--- src/ukst_pkg.sv ---
// Shared types and codes for the unique-key stack.
`timescale 1ns / 1ps

package ukst_pkg;

   // Operation codes carried by req_type.
   typedef enum logic [1:0] {
      OP_PUSH = 2'd0,
      OP_POP  = 2'd1,
      OP_PEEK = 2'd2
   } op_type;

   // Result status codes.
   typedef enum logic [1:0] {
      ST_OK    = 2'd0,
      ST_FULL  = 2'd1,
      ST_DUP   = 2'd2,
      ST_EMPTY = 2'd3
   } status_type;

   localparam int KEY_W = 32;
   localparam int PAYLOAD_W = 32;
   localparam int OCC_W = 8;
   localparam int SERVED_W = 32;

   // One stored record.
   typedef struct packed {
      logic [KEY_W-1:0]     key;
      logic [PAYLOAD_W-1:0] payload;
   } record_type;

   // Commands broadcast to every cell of the chain.
   typedef struct packed {
      logic             shift_push;
      logic             shift_pop;
      logic             compare;
      logic [KEY_W-1:0] cmp_key;
   } cell_cmd_type;

endpackage

--- src/ukst_cell.sv ---
// One stack cell: holds a record, shifts with its neighbours and checks its key.
`timescale 1ns / 1ps

module ukst_cell (
   input  logic                 clock,
   input  ukst_pkg::cell_cmd_type cmd,
   input  logic                 live,
   input  ukst_pkg::record_type above,
   input  ukst_pkg::record_type below,
   output ukst_pkg::record_type data,
   output logic                 match
);
   import ukst_pkg::*;

   record_type data_ff;
   logic       match_ff;

   // A push moves every record one place down the chain, a pop one place up.
   always_ff @(posedge clock) begin
      if (cmd.shift_push) begin
         data_ff <= above;
      end else if (cmd.shift_pop) begin
         data_ff <= below;
      end
   end

   // Only cells that currently hold a record may report a match.
   always_ff @(posedge clock) begin
      if (cmd.compare) begin
         match_ff <= live && (data_ff.key == cmd.cmp_key);
      end
   end

   assign data  = data_ff;
   assign match = match_ff;

endmodule

--- config.mk ---
export PLATFORM = sky130hd
export DESIGN_NAME = ukst_cell
export DESIGN_NICKNAME = d
export VERILOG_FILES = /design/src/ukst_pkg.sv /design/src/ukst_cell.sv
export SDC_FILE = /design/constraint.sdc
export NUM_CORES = 1
export LEC_CHECK = 0
export BUFFER_PORTS_ARGS = -buffer_cell sky130_fd_sc_hd__buf_2
export CORE_MARGIN = 3
export CORE_UTILIZATION = 44
export CTS_CLUSTER_DIAMETER = 120
export DETAILED_ROUTE_END_ITERATION = 6
export PLACE_DENSITY = 0.87
export SLEW_MARGIN = 20
export SYNTH_ARGS = -nofsm -noshare
export SYNTH_HDL_FRONTEND = slang
export SYNTH_SLANG_ARGS = --single-unit
--- constraint.sdc ---
create_clock -name clock -period 2.7 [get_ports clock]
set_input_delay 0.405 -clock clock [delete_from_list [all_inputs] [get_ports clock]]
set_output_delay 0.405 -clock clock [all_outputs]
set_load 0.005 [all_outputs]
==> metrics.md, run 1 <==
| Metric | Value |
|---|---|
| Outcome | finished clean |
| Sequential power share | a little under half |
| FMAX | between 600 and 700 MHz |
| Startpoint type of the worst setup path | register |
| GR Overflow Total | 0 |
| Fin crit share | between 50 and 60% |
| Leakage power | about 2.1 nW |
| Area growth syn-to-layout | 49.6% |
| Hold Violations, Final | 0 |
| Highest-count cells in the layout ignoring fill and taps | buf_2, edfxtp_1, mux2_2 |
| Placer Congestion | between 0.7 and 0.8 |
| Largest net degree at the start of global routing | 65 |
| Final setup TNS | 0 ns |
| Mapped cell area | around 3000 um2 |
| Max Cap Viol | 0 |
| Final period demand of the worst path | ~1.4 ns |
| DRT Pass-1 Iters | 4 |
| Top post-synthesis cells by area | edfxtp_1, mux2_2, xor2_1, nor4_1, buf_4 |
| Share of cells above drive strength 1 | 74.2% |
| Setup crit end kind | register |
| R2R Path Start | data[58] |
| Sequential-to-total area share from yosys stat | between 60% and 70% |
| Unique masters post-synth | 12 |
| Syn Area/Cell | between 15 and 20 um2 |
| All-layer global routing usage | 20.3% |
| # nets final | a little under 600 |
| Vias in the first global route | about 2500 |
| CTS max path bufs | 2 |
| Syn Nets | between 300 and 400 |
| Non-Filler Instances | approximately 520 |
| Cell taking the most area after synthesis | edfxtp_1 |
| Pwr/cell area | a little over 600 nW/um2 |
| Clock Pin Slew Worst Setup and Hold Paths | ~0.07 ns |
| I/O Pins | 230 |
| Setup Fix Bufs, Post-CTS | 0 |
| First-pass GRT wire length | roughly 12 mm |
| NetSw | approximately 0.00061 W |
| Die H | 89.7 um |
| Mapped Cells | between 150 and 200 |
| Max-slew headroom | approximately two thirds |
| Clock Power Share | 38.7% |
| Crit path from | data[58] |
| Finished Cell Area | about 4600 um2 |
| Final Max Tran Viols | 0 |
| PortBufs | 229 |
| Via count | between 2000 and 2500 |
| Comb pwr share | 15.5% |
| WL final | 8.50 mm |
| Core area | 6570 um2 |
| Post-Place Worst Slack | between 0.9 and 1 ns |
| DPL Wire Length | just under 7 mm |
| DIE AREA | between 8000 and 9000 um2 |
| DRC viols | 0 |
| Tightest Pin Transition | between 0.4 and 0.5 ns |
| Post-CTS resize count | 0 |
| Reg2Reg Setup Slack | around 1.3 ns |
| Initial Util | a little under half |
| Post-DP Area | about 4300 um2 |
| Dpl cells | around 500 |
| Num CTS Buffers | 9 |
| Routed WL per cell | 16.5 um |
| Vias per cell | ~4.7 |
| RSZ-0062 raised after global routing | false |
| Final Hold Slack | between 0.2 and 0.3 ns |
| # diodes | 0 |
| Cell-internal power | approximately 0.0022 W |
| Worst IR Drop VDD | about 0.38 mV |
| Clk Latency, worst-skew pair | ~0.33 ns |
| Crit path DAT | around 1.6 ns |
| Area share of the largest cell type after synthesis | a little under two thirds |
| Yosys warns | 0 |
| Final setup margin | 1.26 ns |
| Initial antenna violation count | 0 |
| Antenna Violating Nets Remaining | 0 |
| FF+latch count, synth | 65 |
| Post-route clock skew | 0.00569 ns |
| Die width | around 90 um |
| Number of setup violations in the final report | 0 |
| Worst Min Path Start | cmd[32] |
| Root buffer cell | clkbuf_8 |
| CTS HTree Levels | 3 |
| Required @ worst endpoint | between 2 and 3 ns |
| Initial drt markers | 73 |
| CTS tree | yes |
| Cts hold-fix bufs | 0 |
| Crit path kind | register to register |
| CP Max Fanout | 2 |
| CTS Sinks | between 60 and 70 |
| Cell Rows | 29 |
| Most common cell after layout, fill and taps aside | buf_2 |
| Hold Path Class | input pin to register |
| Sw frac | between 20% and 30% |
[cell families after synthesis]
| logic type | after synthesis | synth area share, % |
|---|---|---|
| buffers and inverters | 7 | 1.54 |
| AND/OR/NAND/NOR | 13 | 2.64 |
| flip-flops | 65 | 63.3 |
| multiplexers | 64 | 23.4 |
| XOR/XNOR | 32 | 9.09 |
[layer usage]
metal  part of all wire, %  vias up  GRT usage [%]
li1                      -     1164              -
met1                    31     1119           18.8
met2                    57      142           38.7
met3                   9.8       14           6.84
met4                   2.3        0           10.3
met5                     0        -              0
[state kept, by name, indices dropped and copies added, names as in the netlist]
| name | count |
|---|---|
| data | 64 |
| match | 1 |
[stage by stage]
step	util, %	power, W
finish	70.2	0.00281
global route	70.2	0.00295
CTS	70.2	0.00285
detailed placement	66.1	0.00176
global placement	66.1	0.00174
floorplan	-	0.00149
[Yosys cell counts]
cell type	n
edfxtp_1	65
mux2_2	64
xor2_1	31
nor4_1	7
buf_4	5
buf_2	2
nand3_1	2
nand4_1	1
nor3_1	1
nor3_2	1
or2_2	1
xnor2_1	1
[power by group through the flow]
stage | registers [W] | logic, W | clock network [W]
2_1_floorplan | 0.00132 | 0.000162 | 0
3_3_place_gp | 0.00131 | 0.000431 | 0
3_5_place_dp | 0.00131 | 0.000443 | 0
4_1_cts | 0.00129 | 0.000446 | 0.00111
5_1_grt | 0.00130 | 0.000483 | 0.00116
6_report | 0.00129 | 0.000437 | 0.00109
[worst paths after layout]
kind	to	depth (start not counted)
worst max-delay path	match	4
worst min-delay path	match	1
worst max register to register	match	4
worst min register to register	match	3
[layout make-up]
type / instances / area (um2)
Tap cell: 93 / 116
Timing Repair Buffer: 232 / 1190
Clock buffer: 9 / 124
Fill cell: 480 / 1960
Multi-Input combinational cell: 109 / 1080
Sequential cell: 65 / 1950
Clock inverter: 7 / 141
[worst max-delay path, stage by stage (launching register included)]
cell	delay, ns
edfxtp_1	0.42
xor2_1	0.16
nor4_1	0.34
nand4_1	0.19
nor3_2	0.20
Note: power is estimated with default switching activity, not from simulation.
==> run 2, diff against run 1 <==
--- a/config.mk
+++ b/config.mk
@@ -7,10 +7,10 @@
 export LEC_CHECK = 0
 export BUFFER_PORTS_ARGS = -buffer_cell sky130_fd_sc_hd__buf_2
 export CORE_MARGIN = 3
-export CORE_UTILIZATION = 44
+export CORE_UTILIZATION = 40
 export CTS_CLUSTER_DIAMETER = 120
 export DETAILED_ROUTE_END_ITERATION = 6
-export PLACE_DENSITY = 0.87
+export PLACE_DENSITY = 0.8
 export SLEW_MARGIN = 20
 export SYNTH_ARGS = -nofsm -noshare
 export SYNTH_HDL_FRONTEND = slang
==> constraint.sdc (replaced) <==
create_clock -name clock -period 1.5 [get_ports clock]
set_input_delay 0.225 -clock clock [delete_from_list [all_inputs] [get_ports clock]]
set_output_delay 0.225 -clock clock [all_outputs]
set_load 0.005 [all_outputs]
==> metrics.md, run 2 (synthesis results as in run 1) <==
| Metric | Value |
|---|---|
| Placer Congestion | between 0.7 and 0.8 |
| Reg2Reg Depth | 4 |
| Core area | between 7000 and 8000 um2 |
| Number of setup violations in the final report | 0 |
| # nets final | approximately 600 |
| Cell Rows | 31 |
| Pwr/cell area | ~1100 nW/um2 |
| Worst path slowest cell | edfxtp_1 |
| Required @ worst endpoint | 1.68 ns |
| CTS Sinks | between 60 and 70 |
| First-pass GRT wire length | between 10 and 15 mm |
| Max FFs per register | 64 |
| Clock Pin Slew Worst Setup and Hold Paths | ~0.070 ns |
| Initial antenna violation count | 0 |
| CTS HTree Levels | 3 |
| Vias per cell | about 4.6 |
| Crit path DAT | 1.60 ns |
| Antenna Violating Nets Remaining | 0 |
| Initial Util | a little over two fifths |
| Crit path from | data[63] |
| Most common cell after layout, fill and taps aside | buf_2 |
| R2R Path End | match |
| I/O Pins | 230 |
| Root buffer cell | clkbuf_8 |
| PortBufs | roughly 230 |
| Largest net degree at the start of global routing | 30 |
| Cts hold-fix bufs | 0 |
| Multi-input combinational cell area | around 1100 um2 |
| Die H | roughly 94 um |
| Hold Path Class | input pin to register |
| CTS tree | yes |
| Max-slew headroom | approximately 73% |
| CP peak stage delay | 0.42 ns |
| Startpoint type of the worst setup path | register |
| R2R Path Start | data[63] |
| CP Cell Sequence | xor2_1 > nor4_1 > nand3_1 > nor3_2 |
| Reg2Reg Setup Slack | roughly 0.077 ns |
| Leakage power | 2.14 nW |
| Vias in the first global route | between 2000 and 3000 |
| Final Max Tran Viols | 0 |
| Hold Violations, Final | 0 |
| Post-Place Worst Slack | about 0.023 ns |
| Fin crit share | 94.8% |
| DRT Pass-1 Iters | 5 |
| DIE AREA | just under 9000 um2 |
| Setup crit end kind | register |
| Initial drt markers | between 50 and 60 |
| Tightest Pin Transition | between 0.4 and 0.5 ns |
| Via count | around 2400 |
| WL final | roughly 8.4 mm |
| GR Overflow Total | 0 |
| Post-route clock skew | approximately 0.01 ns |
| DRC viols | 0 |
| Clk Latency, worst-skew pair | around 0.34 ns |
| CTS max path bufs | 2 |
| Worst IR Drop VDD | about 0.54 mV |
| Final setup margin | 0.0773 ns |
| # diodes | 0 |
| Post-layout util | a little over three fifths |
| Highest-count cells in the layout ignoring fill and taps | buf_2, edfxtp_1, mux2_2 |
| RSZ-0062 raised after global routing | false |
| Routed WL per cell | 16.0 um |
| Die width | approximately 94 um |
| All-layer global routing usage | a little under a fifth |
| Outcome | finished clean |
| Crit path kind | register to register |
| Max Cap Viol | 0 |
| Sequential Area | ~2000 um2 |
| Setup crit end | match |
| CP Max Fanout | 2 |
| Final period demand of the worst path | around 1.4 ns |
| FMAX | about 700 MHz |
| Num CTS Buffers | 9 |
| Share of cells above drive strength 1 | 74.7% |
| DPL Wire Length | between 6 and 7 mm |
| Final setup TNS | 0 ns |
| Area growth syn-to-layout | 51.1% |
| Fillers | between 600 and 700 |
==> run 2: cell count changes in the layout (fill, tap and decap cells not counted) <==
cell	delta
bufinv_16	-1
buf_4	+3
buf_12	+2
nor4_2	+1
or2_4	+1
nor4_1	-1
clkinv_2	+3
or2_2	-1
clkinv_4	-1
inv_6	-1
==> run 2: cell type report <==
type                            count  share of cell area [%]
Clock buffer                        9                    2.66
Clock inverter                      7                    2.34
Multi-Input combinational cell    109                    23.4
Sequential cell                    65                    41.9
Tap cell                           99                    2.66
Timing Repair Buffer              237                    27.0
==> run 2: worst min-delay path by stage <==
stage | cells past startpoint | end | slack (ns) | from
after detailed placement | 1 | match | 0.43 | cmd[32]
after global routing | 1 | match | 0.08 | cmd[32]
final | 1 | match | 0.09 | cmd[32]
after floorplan | 0 | match | 0.34 | cmd[32]
after CTS | 1 | match | 0.08 | cmd[32]
after global placement | 1 | match | 0.43 | cmd[32]
==> run 2: stage by stage <==
stage          instances  cell area (um2)  power, W  hold WS (ns)
6_report             526             4660   0.00490        0.0918
4_1_cts              526             4660   0.00496        0.0751
3_5_place_dp         510             4420   0.00319         0.428
3_3_place_gp         510             4420   0.00315         0.426
5_1_grt              526             4660   0.00510        0.0805
2_1_floorplan        181             3090   0.00268         0.337
==> run 2: where the power goes <==
| part | total, W | switching (W) | internal, W | leakage, nW |
|---|---|---|---|---|
| sequential | 0.00232 | 0.0000877 | 0.00223 | 0.663 |
| clock | 0.00176 | 0.000673 | 0.00109 | 0.120 |
| combinational | 0.000818 | 0.000337 | 0.000481 | 1.35 |
| total | 0.00490 | 0.00110 | 0.00380 | 2.14 |
==> run 2: what timing repair did <==
item,4_1_cts,5_1_grt
setup buffers,0,0
setup endpoints to repair,1,0
resized for setup,1,0
==> run 2: critical path, delay by kind of cell (launching register included) <==
family                    cells  cell delay (ns)
DFF                           1             0.42
and+or+nand+nor               3             0.69
xor gates and xnor gates      1             0.17
==> run 2: layer usage <==
| layer | part of all wire, % | track usage [%] | up-vias |
|---|---|---|---|
| met1 | 32 | 17.5 | 1089 |
| met5 | 0 | 0 | - |
| met4 | 1.8 | 7.22 | 0 |
| met3 | 11 | 6.01 | 13 |
| met2 | 55 | 35.7 | 137 |
| li1 | - | - | 1175 |
